`src/hdl/directory_open_rate_tracker_macros.svh`:
```
// Assertion macros used by the directory open rate tracker top level.
`ifndef DIRECTORY_OPEN_RATE_TRACKER_MACROS_SVH
`define DIRECTORY_OPEN_RATE_TRACKER_MACROS_SVH

// Implication checked at every rising clock edge outside reset.
`define DORT_ASSERT_IMPL(lbl, clk, rstn, ante, cons) \
    lbl: assert property (@(posedge clk) disable iff (!rstn) (ante) |-> (cons)) \
        else $error("directory_open_rate_tracker: assertion failed");

// Plain condition checked at every rising clock edge outside reset.
`define DORT_ASSERT_ALWAYS(lbl, clk, rstn, cond) \
    lbl: assert property (@(posedge clk) disable iff (!rstn) (cond)) \
        else $error("directory_open_rate_tracker: assertion failed");

`endif

```
`src/hdl/dort_pkg.sv`:
```
// Package with types and constants of the directory open rate tracker.
`timescale 1ns / 1ps
package dort_pkg;

    localparam int TABLE_ENTRIES = 64;
    localparam int IDX_W = $clog2(TABLE_ENTRIES);
    localparam int USED_W = $clog2(TABLE_ENTRIES + 1);

    typedef enum logic [1:0] {
        PH_IDLE   = 2'd0,
        PH_PREP   = 2'd1,
        PH_CACHED = 2'd2
    } phase_t;

    typedef enum logic [3:0] {
        OC_UNKNOWN  = 4'd0,
        OC_FEW      = 4'd1,
        OC_SIZE     = 4'd2,
        OC_TOO_NEW  = 4'd3,
        OC_INSERTED = 4'd4,
        OC_PREPARE  = 4'd5,
        OC_COUNTING = 4'd6,
        OC_IDLE     = 4'd7,
        OC_CACHED   = 4'd8,
        OC_REARMED  = 4'd9
    } outcome_t;

    typedef enum logic [2:0] {
        REG_MIN_CHILD  = 3'd0,
        REG_MIN_SIZE   = 3'd1,
        REG_MAX_SIZE   = 3'd2,
        REG_THRESHOLD  = 3'd3,
        REG_WINDOW     = 3'd4,
        REG_MARGIN     = 3'd5,
        REG_HOLD       = 3'd6
    } reg_idx_t;

    typedef struct packed {
        logic [31:0] min_child_count;
        logic [47:0] min_file_size;
        logic [47:0] max_file_size;
        logic [7:0]  open_threshold;
        logic [15:0] open_window;
        logic [15:0] creation_margin;
        logic [15:0] cache_hold_time;
    } cfg_t;

endpackage

```
`src/hdl/dort_regs.sv`:
```
// Configuration register file with its APB-style access port.
`timescale 1ns / 1ps
module dort_regs (
    input  logic                aclk,
    input  logic                aresetn,
    input  logic                psel,
    input  logic                penable,
    input  logic                pwrite,
    input  logic [5:0]          paddr,
    input  logic [63:0]         pwdata,
    output logic [63:0]         prdata,
    output logic                pready,
    output dort_pkg::cfg_t      cfg
);

    dort_pkg::cfg_t   cfg_reg;
    dort_pkg::reg_idx_t idx;
    logic             wr_en;

    assign idx    = dort_pkg::reg_idx_t'(paddr[5:3]);
    assign pready = 1'b1;
    assign wr_en  = psel && penable && pwrite;
    assign cfg    = cfg_reg;

    always_ff @(posedge aclk) begin
        if (!aresetn) begin
            cfg_reg.min_child_count <= 32'd20;
            cfg_reg.min_file_size   <= 48'd2097152;
            cfg_reg.max_file_size   <= 48'd104857600;
            cfg_reg.open_threshold  <= 8'd8;
            cfg_reg.open_window     <= 16'd2;
            cfg_reg.creation_margin <= 16'd5;
            cfg_reg.cache_hold_time <= 16'd7200;
        end else if (wr_en) begin
            case (idx)
                dort_pkg::REG_MIN_CHILD: cfg_reg.min_child_count <= pwdata[31:0];
                dort_pkg::REG_MIN_SIZE:  cfg_reg.min_file_size   <= pwdata[47:0];
                dort_pkg::REG_MAX_SIZE:  cfg_reg.max_file_size   <= pwdata[47:0];
                dort_pkg::REG_THRESHOLD: cfg_reg.open_threshold  <= pwdata[7:0];
                dort_pkg::REG_WINDOW:    cfg_reg.open_window     <= pwdata[15:0];
                dort_pkg::REG_MARGIN:    cfg_reg.creation_margin <= pwdata[15:0];
                dort_pkg::REG_HOLD:      cfg_reg.cache_hold_time <= pwdata[15:0];
                default: ;
            endcase
        end
    end

    always_comb begin
        case (idx)
            dort_pkg::REG_MIN_CHILD: prdata = {32'd0, cfg_reg.min_child_count};
            dort_pkg::REG_MIN_SIZE:  prdata = {16'd0, cfg_reg.min_file_size};
            dort_pkg::REG_MAX_SIZE:  prdata = {16'd0, cfg_reg.max_file_size};
            dort_pkg::REG_THRESHOLD: prdata = {56'd0, cfg_reg.open_threshold};
            dort_pkg::REG_WINDOW:    prdata = {48'd0, cfg_reg.open_window};
            dort_pkg::REG_MARGIN:    prdata = {48'd0, cfg_reg.creation_margin};
            dort_pkg::REG_HOLD:      prdata = {48'd0, cfg_reg.cache_hold_time};
            default:                 prdata = 64'd0;
        endcase
    end

endmodule

```
`config.mk`:
```
export PLATFORM = sky130hd
export DESIGN_NAME = dort_regs
export DESIGN_NICKNAME = d
export VERILOG_FILES = /design/src/hdl/directory_open_rate_tracker_macros.svh /design/src/hdl/dort_pkg.sv /design/src/hdl/dort_regs.sv
export SDC_FILE = /design/constraint.sdc
export NUM_CORES = 1
export LEC_CHECK = 0
export ABC_AREA = 1
export BUFFER_PORTS_ARGS = -buffer_cell sky130_fd_sc_hd__buf_4
export CAP_MARGIN = 20
export CORE_MARGIN = 4
export CORE_UTILIZATION = 45
export CTS_CLUSTER_DIAMETER = 150
export DETAILED_ROUTE_END_ITERATION = 16
export GPL_TIMING_DRIVEN = 0
export PLACE_DENSITY = 0.73
export SLEW_MARGIN = 20
export SYNTH_ARGS = -nofsm -noshare
export SYNTH_HDL_FRONTEND = slang
export SYNTH_SLANG_ARGS = --single-unit
```
`constraint.sdc`:
```
create_clock -name aclk -period 1.4 [get_ports aclk]
set_clock_uncertainty 0.1 [all_clocks]
set_input_delay 0.14 -clock aclk [delete_from_list [all_inputs] [get_ports aclk]]
set_output_delay 0.14 -clock aclk [all_outputs]
set_load 0.1 [all_outputs]
```
==> results.sh <==
export IMPL_crit_chain="nand4_1 -> nand2_1 -> nor2_2 -> nand2_4 -> buf_12"
export IMPL_fp_dieArea_um2=22500
export IMPL_fp_dieH_um=150
export IMPL_power_internal_mw=8.52
export IMPL_clk_latency_ps=430
export IMPL_synthCells=1426
export IMPL_io_buffers=285
export IMPL_start_kind="flip-flop"
export IMPL_grt_pass1_vias=11200
export IMPL_vdd_ir_drop_max_uv=893
export IMPL_cp_depth=5
export IMPL_post_route_min_period_ps=1640
export IMPL_crit_path_max_incr_delay_ps=350
export IMPL_crit_fanout=2
export IMPL_hold_viol_final=0
export IMPL_sequentialPowerShare_pct=41.7
export IMPL_fin_tns_setup_ps=-8170
export IMPL_maxSlewHeadroom_pct=45.9
export IMPL_max_cap_violations=0
export IMPL_num_rows=51
export IMPL_crit_buf_inv=1
export IMPL_antenna_cells=0
export IMPL_wl_per_cell_um=20.8
export IMPL_antenna_found_initial=0
export IMPL_fmax_ghz=0.609
export IMPL_tightest_slew_ps=812
export IMPL_io_pins=324
export IMPL_p_per_area_nw_per_um2=784
export IMPL_cts_sinks=184
export IMPL_areaGrowthSynthToFinish_pct=79.3
export IMPL_clk_pin_slew_ps=70
export IMPL_drcViolationCount=0
export IMPL_synth_area_per_cell_um2=6.37
export IMPL_cp_top_family="simple AND/OR/NAND/NOR gates"
export IMPL_ys_types=21
export IMPL_clk_path_buf_depth=2
export IMPL_power_switching_mw=4.24
export IMPL_grt_first_pass_wirelength_um=62700
export IMPL_layout_commonest_cell="nor2_1"
export IMPL_cts_root_buffer_cell="clkbuf_16"
export IMPL_drtPass1Iterations=8
export IMPL_reg2reg_from="cfg[33]"
export IMPL_initial_core_util_pct=46.2
export IMPL_ys_flop_type="dfxtp_1"
export IMPL_failed_checks="setup timing"
export IMPL_finalWirelength_um=44700
export IMPL_r2r_end="cfg[33]"
export IMPL_final_cell_mix="347 x nor2_1, 294 x nand2_1, 279 x buf_4, 179 x nand3_1, 147 x dfxtp_2"
export IMPL_leakage_nw=7.84
export IMPL_ys_seq_area_share_pct=40.6
export IMPL_fill_cells=1223
export IMPL_p_comb_share_pct=21.9
export IMPL_crit_path_end_kind="primary output"
export IMPL_synth_edf_count=0
export IMPL_async_reset_ff_share_pct=0
export IMPL_core_area_um2=19700
export IMPL_reg2reg_slack_ps=530
export IMPL_synth_seq_cells=184
export IMPL_hpwl_um=28500
export IMPL_vias=12000
export IMPL_drv_slew=0
export IMPL_worstPathRequired_ps=1160
export IMPL_path_class="reg -> out"
export IMPL_placedCellCount=1991
export IMPL_globalplace_congestion=0.951
export IMPL_grt_max_degree=20
export IMPL_p_sw_share_pct=33.2
export IMPL_ys_warn_count=0
export IMPL_period_share_pct=117
export IMPL_postRouteAntennaNets=0
export IMPL_crit_path_end="prdata[2]"
export IMPL_fin_nets=1942
export IMPL_largest_register_ffs=184
export IMPL_rr_worst_depth=3
export IMPL_layout_cells_non_filler=2145
export IMPL_grt_ovfl_total=0
export IMPL_hold_path_class="in -> reg"
export IMPL_p_clk_share_pct=36.4
export IMPL_critPathLaunch="cfg[18]"
export IMPL_cts_tree="done"
export IMPL_rsz0062_at_grt="yes"
export IMPL_track_usage_pct=36.2
export IMPL_synthesis_area_um2=9080
export IMPL_die_width_um=150
export IMPL_drive_gt1_share_pct=46.3
export IMPL_h_tree_depth=4
export IMPL_numCtsBuffers=17
export IMPL_vias_per_cell=5.58
export IMPL_arrival_ps=1400
export IMPL_drtIter0Drc=1272
export IMPL_finalSetupViolCount=48
export IMPL_status="finished with violations"
export IMPL_setup_ws_ps=-242
export IMPL_slowest_stage="dfxtp_4"
[power by group through the flow]
stage               clock (mW)  combinational [mW]  sequential, mW
floorplan                    0                1.13            5.92
global placement             0                2.19            5.45
detailed placement           0                2.20            5.45
CTS                       4.62                2.61            5.32
global route              4.83                2.88            5.33
finish                    4.64                2.80            5.32
[timing repair]
action,4_1_cts,5_1_grt
gates cloned,4,5
buffers inserted,70,15
endpoints found under the hold margin,86,0
hold buffers,40,0
setup endpoints to repair,48,90
pin swaps,46,28
gates resized for setup,351,114
[synth_stat cells, types with 4 or more instances]
library cell | n | share of area (%)
o21ai_0 | 9 | 0.50
clkbuf_1 | 19 | 0.79
nand2_1 | 413 | 17
nor2_1 | 373 | 15
nor2_2 | 7 | 0.48
nand4_1 | 40 | 2.8
buf_6 | 10 | 1.2
nand3_1 | 201 | 11
nor2_4 | 4 | 0.50
inv_1 | 65 | 2.7
dfxtp_1 | 184 | 41
buf_4 | 35 | 2.9
buf_2 | 42 | 2.3
buf_1 | 13 | 0.54
[worst min-delay path, delay by kind of cell]
family	cells	cell delay (ps)
simple gates	3	200
buf+inv	2	160
[logic make-up (layout without fill, tap and decap cells)]
group                  Yosys count  in the layout  synth area share, %
and+or+nand+nor               1044           1044                 48.3
buffers and inverters          187            626                 10.6
DFF                            184            184                 40.6
other                            2             17               0.0827
AOI/OAI and AO/OA                9              9                0.496
[worst min path at each step]
stage,end,cells past startpoint,from,slack [ps]
2_1_floorplan,cfg[10],2,pwdata[10],170
3_3_place_gp,cfg[82],3,pwdata[26],260
3_5_place_dp,cfg[82],3,pwdata[26],270
4_1_cts,cfg[103],5,pwdata[47],1
5_1_grt,cfg[103],5,pwdata[47],50
6_report,cfg[151],5,pwdata[47],10
[metal layers]
layer  vias up  GRT usage [%]  routed length, um
li1       5314              -                  -
met1      5607           46.3              16700
met2       853           57.9              20300
met3       198           8.87               5100
met4         0           16.0               2590
met5         -              0                  0
[final cells by class]
cell class / instances / area (um2) / share of cell area, %
buffer: 114 / 907 / 5.57
clock buffer: 21 / 460 / 2.83
clock inverter: 11 / 91.3 / 0.561
inverter: 68 / 280 / 1.72
multi-input combinational: 1070 / 5920 / 36.4
sequential: 184 / 4010 / 24.6
tap: 265 / 332 / 2.04
timing repair buffer: 412 / 4290 / 26.3
[per-stage QoR]
| step | instance area, um2 | hold WS, ps | power (mW) | setup slack, ps | utilization [%] |
|---|---|---|---|---|---|
| after floorplan | 10200 | 165 | 7.06 | -16.7 | - |
| after global placement | 12700 | 264 | 7.64 | -657 | 64.7 |
| after detailed placement | 12700 | 268 | 7.65 | -675 | 64.7 |
| after CTS | 15600 | 1.29 | 12.6 | -209 | 79.6 |
| after global routing | 16300 | 47.7 | 13.0 | -248 | 82.8 |
| final | 16300 | 11.8 | 12.8 | -242 | 82.8 |
(Power assumes the default switching activity.)
